`src/hdl/dds_pkg.sv`:
```
// Shared types and constants for the dataflow dispatch scheduler.
// Used by every module of the block except dds_ram; depends on nothing.
package dds_pkg;

  localparam int MAX_NODES   = 64;
  localparam int MAX_FANOUT  = 16;
  localparam int NODE_W      = $clog2(MAX_NODES);
  localparam int FAN_W       = $clog2(MAX_FANOUT);
  localparam int CNT_W       = NODE_W + 1;
  localparam int SC_W        = FAN_W + 1;
  localparam int PP_W        = 7;
  localparam int PP_MAX      = 127;
  localparam int RESULT_CAP  = 64;
  localparam int STORE_DEPTH = MAX_NODES * MAX_FANOUT;

  // Input item modes
  typedef enum logic [2:0] {
    MODE_EDGE     = 3'd0,
    MODE_START    = 3'd1,
    MODE_OK       = 3'd2,
    MODE_FAIL     = 3'd3,
    MODE_DEADLINE = 3'd4,
    MODE_CLEAR    = 3'd5,
    MODE_BAD      = 3'd6
  } mode_t;

  // Latched error causes
  typedef enum logic [1:0] {
    ERR_NONE     = 2'd0,
    ERR_FAIL     = 2'd1,
    ERR_DEADLINE = 2'd2
  } err_t;

  // Classified command handed from front to back
  typedef struct packed {
    mode_t              op;
    logic [NODE_W-1:0]  node;
    logic [NODE_W-1:0]  succ;
    logic               node_ok;
    logic               succ_ok;
    logic [CNT_W-1:0]   count;
  } cmd_t;

  // One result transaction
  typedef struct packed {
    logic               strobe;
    logic               kind;
    logic [NODE_W-1:0]  dnode;
    logic               last;
    logic [CNT_W-1:0]   in_flight;
    logic               finished;
    err_t               err;
    logic               rej;
  } res_t;

  // Back-end sequencer states
  typedef enum logic [3:0] {
    B_IDLE,
    B_DECODE,
    B_EDGE_WR,
    B_SCAN_RD,
    B_SCAN_CHK,
    B_WALK_CNTD,
    B_WALK_SRD,
    B_WALK_PRD,
    B_WALK_UPD,
    B_DISP,
    B_DISP_EMIT,
    B_STATUS
  } bstate_t;

endpackage

```
`src/hdl/dds_cmdq.sv`:
```
// Two-entry command queue between front and back ends.
// Depends on dds_pkg.
module dds_cmdq (
  input  logic          clk,
  input  logic          rst,
  input  logic          push,
  input  dds_pkg::cmd_t wdata,
  input  logic          pop,
  output dds_pkg::cmd_t head,
  output logic          full,
  output logic          empty
);

  dds_pkg::cmd_t entry [2];
  logic       wptr;
  logic       rptr;
  logic [1:0] used;

  assign full  = (used == 2'd2);
  assign empty = (used == 2'd0);
  assign head  = entry[rptr];

  // Payload storage
  always_ff @(posedge clk) begin
    if (push) begin
      entry[wptr] <= wdata;
    end
  end

  // Pointers and occupancy
  always_ff @(posedge clk) begin
    if (rst) begin
      wptr <= 1'b0;
      rptr <= 1'b0;
      used <= 2'd0;
    end else begin
      if (push) wptr <= ~wptr;
      if (pop)  rptr <= ~rptr;
      used <= used + {1'b0, push} - {1'b0, pop};
    end
  end

endmodule

```
`config.mk`:
```
export PLATFORM = sky130hd
export DESIGN_NAME = dds_cmdq
export DESIGN_NICKNAME = d
export VERILOG_FILES = /design/src/hdl/dds_pkg.sv /design/src/hdl/dds_cmdq.sv
export SDC_FILE = /design/constraint.sdc
export NUM_CORES = 1
export LEC_CHECK = 0
export ABC_AREA = 1
export BUFFER_PORTS_ARGS = -buffer_cell sky130_fd_sc_hd__buf_2
export CAP_MARGIN = 15
export CORE_ASPECT_RATIO = 0.75
export CORE_MARGIN = 2
export CORE_UTILIZATION = 25
export CTS_BUF_LIST = sky130_fd_sc_hd__clkbuf_2
export CTS_CLUSTER_DIAMETER = 150
export DETAILED_ROUTE_END_ITERATION = 8
export PLACE_DENSITY = 0.53
export RECOVER_POWER = 25
export SETUP_SLACK_MARGIN = 0.5
export SKIP_LAST_GASP = 1
export SYNTH_ARGS = -nofsm -noshare
export SYNTH_HDL_FRONTEND = slang
export SYNTH_SLANG_ARGS = --single-unit
```
`constraint.sdc`:
```
create_clock -name clk -period 5.3 [get_ports clk]
set_clock_uncertainty 0.1 [all_clocks]
set_input_delay 1.06 -clock clk [delete_from_list [all_inputs] [get_ports clk]]
set_output_delay 1.06 -clock clk [all_outputs]
set_load 0.01 [all_outputs]
```
==> impl_metrics.env <==
export IMPL_cp_arrival_ns=1.89
export IMPL_worst_pin_slew_ns=0.826
export IMPL_fmax_mhz=328
export IMPL_vdd_ir_drop_max_uv=111
export IMPL_rows=28
export IMPL_syn_area_um2=2060
export IMPL_worstPathRequired_ns=4.14
export IMPL_reg2regPathDepth=2
export IMPL_powerDensity_nw_per_um2=324
export IMPL_critPathMaxFanout=24
export IMPL_critPathSlowestCell="dfxtp_2"
export IMPL_grt_ovfl_total=0
export IMPL_hold_viol=0
export IMPL_power_uw=810
export IMPL_gp_congestion=0.654
export IMPL_yosysWarnings=0
export IMPL_fin_cells=271
export IMPL_drc_errors=0
export IMPL_r2r_end="entry[0][16]"
export IMPL_cpPeakStageDelay_ns=0.93
export IMPL_finalSetupViolations=0
export IMPL_numCtsBuffers=5
export IMPL_met3WireLength_um=200
export IMPL_viasPerCell=3.90
export IMPL_end_kind="output port"
export IMPL_crit_end="head[1]"
export IMPL_maxCapViolCount=0
export IMPL_slew_headroom_pct=45.0
export IMPL_hold_path_class="reg -> reg"
export IMPL_path_clk_slew_ns=0.24
export IMPL_cts_resized=0
export IMPL_finish_utilization_pct=31.4
export IMPL_cts_setup_buffers=0
export IMPL_num_vias=1056
export IMPL_num_io_pins=54
export IMPL_wl_met2_mm=1.45
export IMPL_worstPathCellList="mux2_2 > buf_2"
export IMPL_rsz0062_at_grt="false"
export IMPL_wl_met1_mm=1.61
export IMPL_path_depth=2
export IMPL_cts_tree="yes"
export IMPL_dp_hpwl_mm=2.27
export IMPL_syn_inst=106
export IMPL_hold_buffers=0
export IMPL_grt_antenna_before_repair=0
export IMPL_cts_buffer_depth=2
export IMPL_detail_route_antenna_nets=0
export IMPL_clock_latency_ns=0.40
export IMPL_grt_max_degree=26
export IMPL_worst_setup_path_type="reg -> out"
export IMPL_h_tree_depth=2
export IMPL_syn_area_per_cell_um2=19.5
export IMPL_antenna_cells=0
export IMPL_yosys_register_bits=53
export IMPL_fin_setup_tns_ns=0
export IMPL_rrSetupSlack_ns=3.78
export IMPL_numPortBuffers=53
export IMPL_first_pass_iters=4
export IMPL_die_x_um=109
export IMPL_placedCellCount=262
export IMPL_fin_crit_sh_pct=57.5
export IMPL_power_leakage_uw=0.000980
export IMPL_slew_violations=0
export IMPL_status="finished, final reports clean"
export IMPL_drt_iter0_drc=25
export IMPL_core_um2=7950
export IMPL_nNetsFinal=195
export IMPL_post_drt_wl_per_cell_um=12.3
export IMPL_crit_buf_inv=1
export IMPL_ys_seq_area_share_pct=74.8
export IMPL_crit_family="flip-flops"
export IMPL_startpoint_type="register"
export IMPL_grt_pass1_wl_mm=5.03
export IMPL_yosysUniqueCellTypes=14
export IMPL_syn_num_nets=136
export IMPL_top_layer="met4"
export IMPL_area_growth_pct=21.2
export IMPL_cts_root_buf="clkbuf_2"
export IMPL_r2r_start="wptr"
export IMPL_fin_crit_ns=3.05
export IMPL_drive_gt1_share_pct=46.4
export IMPL_clock_sinks=53
export IMPL_track_usage_pct=7.63
export IMPL_die_y_um=82.7
export IMPL_wirelength_mm=3.32
export IMPL_grt_pass1_vias=1037
export IMPL_die_area_um2=9000
export IMPL_start_util_pct=25.9
worst min path at each step:
stage	startpoint	end	slack (ns)	depth (start not counted)
global route	rptr	register	0.48	2
floorplan	rptr	register	0.38	2
finish	wptr	wptr	0.44	2
detailed placement	rptr	register	0.41	2
global placement	rptr	register	0.40	2
CTS	wptr	wptr	0.44	2
tightest hold or removal path, cell delays in order (launching register included):
cell	delay, ns
dfxtp_1	0.38
nor2_1	0.10
nor3_1	0.05
power by group:
group | total, uW | internal [uW] | switching, uW
clock | 205 | 82.8 | 122
sequential | 499 | 482 | 16.6
combinational | 106 | 58.4 | 48.0
cells by family (layout without fill, tap and decap cells):
group           after synthesis  in the layout  synth area share [%]
xor+xnor                      1              1                 0.425
mux                          24             24                  16.7
flops                        53             53                  74.8
fa+ha+maj                     2              2                  1.21
compound gates                1              1                 0.242
buf+inv                      11             71                  3.94
simple gates                 14             14                  2.67
per-stage QoR:
stage / worst slack, ns / hold slack, ns / instance area, um^2
3_3_place_gp: 2.72 / 0.399 / 2420
2_1_floorplan: 2.68 / 0.380 / 2060
5_1_grt: 2.09 / 0.476 / 2500
6_report: 2.25 / 0.440 / 2500
4_1_cts: 2.17 / 0.442 / 2490
3_5_place_dp: 2.70 / 0.406 / 2420
final cells by class:
class,instances,area [um^2]
Fill cell,800,5450
Sequential cell,53,1540
Multi-Input combinational cell,42,442
Timing Repair Buffer,55,285
Tap cell,105,131
Clock inverter,2,38.8
Clock buffer,6,30.0
Inverter,8,30.0
routing by layer:
metal  vias to the layer above  global-route usage [%]
met5                         -                       0
met4                         0                    4.23
met3                         8                    1.88
met2                        39                    12.3
met1                       504                    9.47
li1                        505                       -
placed cells by master (no fill, tap or decap), drive strengths merged, types with 2 or more instances in the layout:
master and count:
nor2 8, clkbuf 18, nand2 4, dfxtp 5
mux2 24, inv 8, edfxtp 48, ha 2
buf 43
cell usage after synthesis:
cell type,count,share of area (%)
edfxtp_1,48,70
mux2_4,20,15
inv_1,8,1.5
nor2_1,8,1.5
dfxtp_1,5,4.9
mux2_2,4,2.2
nand2_1,4,0.73
buf_12,2,1.9
ha_1,2,1.2
a21oi_1,1,0.24
buf_6,1,0.55
nand3_1,1,0.24
nor3_1,1,0.24
xnor2_1,1,0.42
registers in the layout (all words and copies together), names as in the netlist, named ones only:
signal	count
rptr	1
wptr	1
used	2
entry	48
(Power assumes the default switching activity.)
