File: config.mk
export PLATFORM = sky130hd
export DESIGN_NAME = dds_front
export DESIGN_NICKNAME = d
export VERILOG_FILES = /design/src/hdl/dds_pkg.sv /design/src/hdl/dds_front.sv
export SDC_FILE = /design/constraint.sdc
export NUM_CORES = 1
export LEC_CHECK = 0
export ABC_AREA = 1
export BUFFER_PORTS_ARGS = -buffer_cell sky130_fd_sc_hd__buf_2
export CAP_MARGIN = 20
export CORE_MARGIN = 5
export CORE_UTILIZATION = 38
export DETAILED_ROUTE_END_ITERATION = 7
export HOLD_SLACK_MARGIN = 0.1
export PLACE_DENSITY_LB_ADDON = 0.12
export SLEW_MARGIN = 20
export SYNTH_ARGS = -nofsm -noshare
export SYNTH_HDL_FRONTEND = slang
export SYNTH_SLANG_ARGS = --single-unit
File: constraint.sdc
create_clock -name clk -period 1.7 [get_ports clk]
set_input_delay 0.255 -clock clk [delete_from_list [all_inputs] [get_ports clk]]
set_output_delay 0.255 -clock clk [all_outputs]
set_load 0.005 [all_outputs]
File: src/hdl/dds_pkg.sv
// Shared types and constants for the dataflow dispatch scheduler.
// Used by every module of the block except dds_ram; depends on nothing.
package dds_pkg;

  localparam int MAX_NODES   = 64;
  localparam int MAX_FANOUT  = 16;
  localparam int NODE_W      = $clog2(MAX_NODES);
  localparam int FAN_W       = $clog2(MAX_FANOUT);
  localparam int CNT_W       = NODE_W + 1;
  localparam int SC_W        = FAN_W + 1;
  localparam int PP_W        = 7;
  localparam int PP_MAX      = 127;
  localparam int RESULT_CAP  = 64;
  localparam int STORE_DEPTH = MAX_NODES * MAX_FANOUT;

  // Input item modes
  typedef enum logic [2:0] {
    MODE_EDGE     = 3'd0,
    MODE_START    = 3'd1,
    MODE_OK       = 3'd2,
    MODE_FAIL     = 3'd3,
    MODE_DEADLINE = 3'd4,
    MODE_CLEAR    = 3'd5,
    MODE_BAD      = 3'd6
  } mode_t;

  // Latched error causes
  typedef enum logic [1:0] {
    ERR_NONE     = 2'd0,
    ERR_FAIL     = 2'd1,
    ERR_DEADLINE = 2'd2
  } err_t;

  // Classified command handed from front to back
  typedef struct packed {
    mode_t              op;
    logic [NODE_W-1:0]  node;
    logic [NODE_W-1:0]  succ;
    logic               node_ok;
    logic               succ_ok;
    logic [CNT_W-1:0]   count;
  } cmd_t;

  // One result transaction
  typedef struct packed {
    logic               strobe;
    logic               kind;
    logic [NODE_W-1:0]  dnode;
    logic               last;
    logic [CNT_W-1:0]   in_flight;
    logic               finished;
    err_t               err;
    logic               rej;
  } res_t;

  // Back-end sequencer states
  typedef enum logic [3:0] {
    B_IDLE,
    B_DECODE,
    B_EDGE_WR,
    B_SCAN_RD,
    B_SCAN_CHK,
    B_WALK_CNTD,
    B_WALK_SRD,
    B_WALK_PRD,
    B_WALK_UPD,
    B_DISP,
    B_DISP_EMIT,
    B_STATUS
  } bstate_t;

endpackage

File: src/hdl/dds_front.sv
// Front end: holds node_count, accepts items and classifies them.
// Depends on dds_pkg.
module dds_front (
  input  logic                        clk,
  input  logic                        rst,
  input  logic                        start,
  input  logic [2:0]                  mode,
  input  logic [dds_pkg::NODE_W-1:0]  node,
  input  logic [dds_pkg::NODE_W-1:0]  successor,
  input  logic                        cfg_valid,
  input  logic [dds_pkg::CNT_W-1:0]   cfg_data,
  output logic                        cfg_ready,
  input  logic                        q_full,
  output logic                        push,
  output dds_pkg::cmd_t               cmd
);

  logic [dds_pkg::CNT_W-1:0] node_count;
  logic [dds_pkg::CNT_W-1:0] count;

  assign cfg_ready = 1'b1;

  // Configuration register
  always_ff @(posedge clk) begin
    if (rst) begin
      node_count <= '0;
    end else if (cfg_valid && cfg_ready) begin
      node_count <= cfg_data;
    end
  end

  // Counts above the node limit act as the limit
  assign count = (node_count > dds_pkg::CNT_W'(dds_pkg::MAX_NODES)) ?
                 dds_pkg::CNT_W'(dds_pkg::MAX_NODES) : node_count;

  assign push = start && !q_full;

  // Classify mode and range-check indexes
  always_comb begin
    case (mode)
      dds_pkg::MODE_EDGE:     cmd.op = dds_pkg::MODE_EDGE;
      dds_pkg::MODE_START:    cmd.op = dds_pkg::MODE_START;
      dds_pkg::MODE_OK:       cmd.op = dds_pkg::MODE_OK;
      dds_pkg::MODE_FAIL:     cmd.op = dds_pkg::MODE_FAIL;
      dds_pkg::MODE_DEADLINE: cmd.op = dds_pkg::MODE_DEADLINE;
      dds_pkg::MODE_CLEAR:    cmd.op = dds_pkg::MODE_CLEAR;
      default:                cmd.op = dds_pkg::MODE_BAD;
    endcase
    cmd.node    = node;
    cmd.succ    = successor;
    cmd.node_ok = {1'b0, node} < count;
    cmd.succ_ok = {1'b0, successor} < count;
    cmd.count   = count;
  end

endmodule

==> results of run 1 <==
==> timing repair <==
action,4_1_cts,5_1_grt
endpoints found under the setup margin,2,2
pin swaps,6,2
buffers inserted,3,1
gates cloned,1,0
resized for setup,18,19
==> cell families (layout without fill, tap and decap cells) <==
logic type	after synthesis	in the layout
fa+ha+maj	10	10
simple gates	35	35
buf+inv	29	73
other cells	1	1
compound gates	16	16
flops	7	7
==> layout make-up <==
type / count / area [sq um]
Tap cell: 17 / 21.3
Timing Repair Buffer: 55 / 285
Clock buffer: 4 / 26.3
Inverter: 13 / 56.3
Fill cell: 164 / 612
Multi-Input combinational cell: 62 / 517
Sequential cell: 7 / 145
Timing Repair inverter: 1 / 7.51
==> layer usage <==
metal	up-vias	wire length [um]	global-route usage, %
li1	380	-	-
met1	321	631	15.8
met2	32	924	25.8
met3	5	155	2.04
met4	0	46	9.17
met5	-	0	0
==> worst paths after layout <==
kind / startpoint / end / slack, ns / cells after the start
min: rst / node_count[2] / 0.24 / 2
max reg2reg: node_count[6] / node_count[6] / 0.69 / 4
max: node_count[6] / cmd[8] / 0.0001 / 7
min reg2reg: node_count[3] / node_count[3] / 0.48 / 2
==> cell usage in the layout (no fill, tap or decap) <==
| master | n |
|---|---|
| buf_4 | 4 |
| ha_1 | 3 |
| clkbuf_1 | 1 |
| nand2_8 | 1 |
| inv_8 | 1 |
| a21oi_1 | 6 |
| ha_4 | 7 |
| nor2_2 | 2 |
| dfxtp_1 | 5 |
| a211oi_1 | 2 |
| nand2_4 | 3 |
| o21ai_1 | 1 |
| nor2_1 | 4 |
| nand2_2 | 6 |
| conb_1 | 1 |
| inv_1 | 10 |
| nand2_1 | 19 |
| o21ai_2 | 1 |
| buf_2 | 51 |
| clkbuf_4 | 3 |
| a21oi_2 | 5 |
| clkinvlp_4 | 1 |
| dfxtp_2 | 1 |
| inv_2 | 2 |
| dfxtp_4 | 1 |
| a21boi_0 | 1 |
==> report_power, final <==
group          switching, mW  leakage (nW)  internal, mW
sequential            0.0110        0.0588         0.174
combinational          0.115         0.502         0.120
clock                 0.0618        0.0150        0.0896
total                  0.188         0.576         0.384
==> results.md, run 1 <==
- Die Y: 51.3 um
- Worst Setup End Kind: primary output
- First-pass GRT wire length: 2.88 mm
- CTS HTree Levels: 1
- Largest register FFs: 7
- CTS Buf Count: 3
- Cell family with most CP delay: flip-flops
- Antenna viol nets, final: 0
- Combinational family with the most area after synthesis: buffers and inverters
- Most frequent cells after synthesis: nand2_1, buf_4, a21oi_1, inv_1, ha_1
- Synth Area in Compound Gates: 13.5%
- Max-cap viol count: 0
- Ranking of synthesized cells by area: dfxtp_1, ha_1, nand2_1
- # setup viols final: 0
- Setup slack at placement: 0.0922 ns
- Vias in the first global route: 713
- Slowest Stage Delay on Critical Path: 0.36 ns
- Final setup skew: 0 ns
- DRT Pass-1 Iters: 3
- Die Area: 0.00263 sq mm
- Antenna violations before repair: 0
- Synth top area share: 21.6%
- Most instantiated library cell after synthesis: nand2_1
- Final hold vios: 0
- Drt initial violations: 9
- Layout cells sized above 1: 62.7%
- CP Class: reg2out
- Unrepaired setup endpoints after global routing: yes
- Yosys warning total: 0
- Syn Inst Count: 98
- Slowest CP cell: dfxtp_4
- Synth cell types: 14
- Die width: 51.3 um
- Synth Area in XOR/XNOR: 0%
- Routed via count: 738
- Number of buffers added on ports: 51
- Outcome: completed
- Total power: 572 uW
- Largest net degree at the start of global routing: 10
- Final Critical Period: 1.70 ns
- Setup TNS: 0 ns
- Post-synthesis mux area share: 0%
- Placed Cells: 150
- Adder-Cell Fraction of Synth Area: 19.3%
- Primary FF master, synth: dfxtp_1
- Power per cell area: 541 mW/mm^2
- CTS tree: built
- Post-synth EDFFs: 0
- Final Util: 63.4%
- Fin crit share: 100%
- Leakage power: 0.576 nW
- Max Freq: 588 MHz
- IO Pins: 53
- Post-route cell area: 0.00106 sq mm
- Worst-path fanout max: 5
- Pins over their slew limit: 0
- Startpoint types: flop
- Starting density of the core: 38.8%
- CTS Sinks: 7
- Register area share after synthesis: 21.6%
- Clock Tree Buf Depth: 2
- Fin nets: 180
- Fin worst setup slack: 0.000104 ns
- Register bit total from synthesis: 7
- GPL Wtd Cong: 0.721
- GRT Resource Usage Total: 14.4%
- Wire length per cell: 11.1 um
- Async SR Flop Fraction: 0%
- GRT Residual Overflow: 0
- # rows: 15
- Cell Area, Placed: 816 sq um
- Antenna Cells: 0
- DR vias/cell: 4.64
- Crit path DAT: 1.44 ns
- Hold crit path type: in2reg
- Root Buffer: clkbuf_4
- Top flop regs: node_count: 7 flops
- Post-Syn Area: 648 sq um
- Clk slew on worst S/H paths: 0.05 ns
- Peak supply drop: 0.000364 V
- Reg with most FFs: node_count
- Syn_nets: 135
- Simple-gate area share of the yosys netlist: 20.7%
- DR DRC count: 0
- Total Wirelength: 1.76 mm
- Hold WS: 0.243 ns
- Worst path cell trace: inv_8 > nand2_2 > ha_1 > nand2_1 > nor2_1 > a21oi_1 > buf_2
- DP HPWL: 1.36 mm
- Worst Path Buf+Inv: 2
- Clk_lat worst skew: 0.25 ns
- Syn_area_per_cell: 6.61 sq um
- Post-synth top area cell: dfxtp_1
- Area Overhead vs Synth: 63.3%
- CTS Hold Buffers Added: 0
- CORE AREA: 0.00167 sq mm
- CP required: 1.44 ns
- Non-Filler Instances: 159
Power figures use the tool's default switching activity.
==> run 2: changes to the inputs <==
CELL_PAD_IN_SITES_DETAIL_PLACEMENT = 1   (was not set)
CELL_PAD_IN_SITES_GLOBAL_PLACEMENT = 1   (was not set)
CORE_UTILIZATION = 24   (was 38)
==> results.md, run 2 (synthesis gave the netlist of run 1 again) <==
- Outcome: finished, violations left
- Failing checks: negative setup slack
- Antenna violations before repair: 0 (unchanged)
- R2r endpoint: node_count[6]
- Crit path DAT: 1.46 ns (+0.02 ns)
- Met2 Resource Use GR: 18.9% (-6.8 points)
- GRT busiest layer: met2
- IO Pins: 53 (unchanged)
- DP HPWL: 1.65 mm (+21%)
- Final hold vios: 0 (unchanged)
- CP Class: reg2out
- Setup slack at placement: 0.0483 ns (-0.0438 ns)
- Commonest non-fill, non-tap cells in the layout: buf_2, nand2_1, inv_1
- CTS Hold Buffers Added: 0 (unchanged)
- Clk slew on worst S/H paths: 0.05 ns (about the same)
- Worst path cell trace: clkinv_8 > buf_8 > nand2_8 > ha_4 > nand2_2 > nor2_2 > a21oi_2 > buf_2
- Worst-path fanout max: 7 (+2)
- Routed via count: 762 (+3.3%)
- Starting density of the core: 25.7% (-13 points)
- Fin crit share: 101% (+0.90 points)
- GRT Resource Usage Total: 10.1% (-4.3 points)
- Placed Cells: 163 (+8.7%)
- Number of buffers added on ports: 51 (unchanged)
- Largest net degree at the start of global routing: 10 (unchanged)
- Post-route cell area: 0.00116 sq mm (+9.9%)
- Total Wirelength: 2.01 mm (+14%)
- # rows: 18 (+3)
- Setup TNS: -0.0241 ns (-0.0241 ns)
- Slowest CP cell: dfxtp_4
- Die width: 62.0 um (+21%)
- Fin nets: 183 (+1.7%)
- Hold crit path type: in2reg
- Wire length per cell: 11.5 um (+3.8%)
- Hold path cells: 3 (+1)
- Fin worst setup slack: -0.0151 ns (-0.0153 ns)
- Antenna viol nets, final: 0 (unchanged)
- Worst Path Buf+Inv: 3 (+1)
- Top flop regs: node_count: 7 flops
- Max Freq: 583 MHz (-0.89%)
- Pins over their slew limit: 0 (unchanged)
- Leakage power: 0.598 nW (+3.8%)
- Layout cells sized above 1: 66.2% (+3.5 points)
- Final Util: 46.1% (-17 points)
- Drt initial violations: 6 (-3)
- Non-Filler Instances: 175 (+10%)
- Clk_lat worst skew: 0.24 ns (about the same)
- Die Y: 62.0 um (+21%)
- R2r worst-path depth: 4 (unchanged)
- Peak supply drop: 0.000376 V (+3.4%)
- Final setup skew: 0 ns (unchanged)
- Die Area: 0.00384 sq mm (+46%)
- Hold WS: 0.263 ns (+0.0203 ns)
- Hold wc startpoint: cfg_data[4]
- Met1 global-route usage: 11.2% (-4.6 points)
- Total power: 600 uW (+4.9%)
- Antenna Cells: 0 (unchanged)
- Slowest Stage Delay on Critical Path: 0.36 ns (about the same)
- CORE AREA: 0.00252 sq mm (+51%)
- Reg with most FFs: node_count
- GRT met3 Usage: 1.24% (-0.80 points)
- DRT Pass-1 Iters: 2 (-1)
- Area Overhead vs Synth: 79.5%
- Startpoint types: flop
- First-pass GRT wire length: 2.90 mm (+0.73%)
- Root Buffer: clkbuf_4
- Largest register FFs: 7 (unchanged)
- GRT Residual Overflow: 0 (unchanged)
- CTS HTree Levels: 1 (unchanged)
- Worst reg2reg setup slack: 0.67 ns (-0.02 ns)
- Max-cap viol count: 0 (unchanged)
- Vias in the first global route: 733 (+2.8%)
- Commonest non-fill, non-tap cell in the layout: buf_2
- CTS tree: built
- Worst Hold Path EP: node_count[4]
- Clock Tree Buf Depth: 2 (unchanged)
- Final Critical Period: 1.72 ns (+0.0153 ns)
- Worst Setup End Kind: primary output
- DR vias/cell: 4.35 (-6.2%)
- CTS Buf Count: 3 (unchanged)
- GPL Wtd Cong: 0.715 (-0.82%)
- CP required: 1.44 ns (about the same)
- Critical Path Stages: 8 (+1)
- Cell family with most CP delay: flip-flops
- Cell Area, Placed: 832 sq um (+2.0%)
- R2R Path Start: node_count[6]
- CTS Sinks: 7 (unchanged)
- Unrepaired setup endpoints after global routing: yes
- Power per cell area: 516 mW/mm^2 (-4.6%)
- DR DRC count: 0 (unchanged)
- # setup viols final: 2 (+2)
==> run 2: cell count changes in the layout (fill, tap and decap cells not counted), sizes merged <==
cell,before,now
buf,55,59
inv,13,12
clkinvlp,1,0
clkinv,0,1
==> run 2: worst max path at each step <==
| stage | startpoint | to | slack, ns |
|---|---|---|---|
| final | node_count[6] | cmd[8] | -0.02 |
| after global routing | node_count[6] | cmd[8] | -0.08 |
| after global placement | node_count[6] | cmd[7] | 0.12 |
| after detailed placement | node_count[6] | cmd[7] | 0.05 |
| after floorplan | node_count[6] | cmd[7] | 0.30 |
| after CTS | node_count[6] | cmd[7] | -0.04 |
==> run 2: cell type report <==
cell class              instances  area (sq um)
inverters                      13          61.3
flip-flops and latches          7           144
repair buffers                 59           323
clock buffers                   4          26.3
fillers                       314          1360
multi-input cells              62           572
well taps                      30          37.5
==> run 2: repair_timing <==
| action | 4_1_cts | 5_1_grt |
|---|---|---|
| buffers inserted | 5 | 3 |
| setup endpoints to repair | 2 | 2 |
| resized for setup | 23 | 25 |
| pin swaps | 7 | 13 |
==> run 2: metal layers <==
metal | vias up | part of all wire, %
met5 | - | 0
met4 | 0 | 0.20
met3 | 2 | 10
met2 | 32 | 54
met1 | 340 | 36
li1 | 388 | -
==> run 2: worst register-to-register path, delay by kind of cell (launching register included) <==
kind / cells / cell delay [ns]
buffers and inverters: 3 / 0.38
AOI/OAI and AO/OA: 1 / 0.19
DFF: 1 / 0.38
==> run 2: power by group <==
part | total, mW | switching [mW] | internal, mW
clock network | 0.145 | 0.0559 | 0.0892
logic | 0.267 | 0.128 | 0.139
registers | 0.188 | 0.0139 | 0.174
total | 0.600 | 0.197 | 0.403
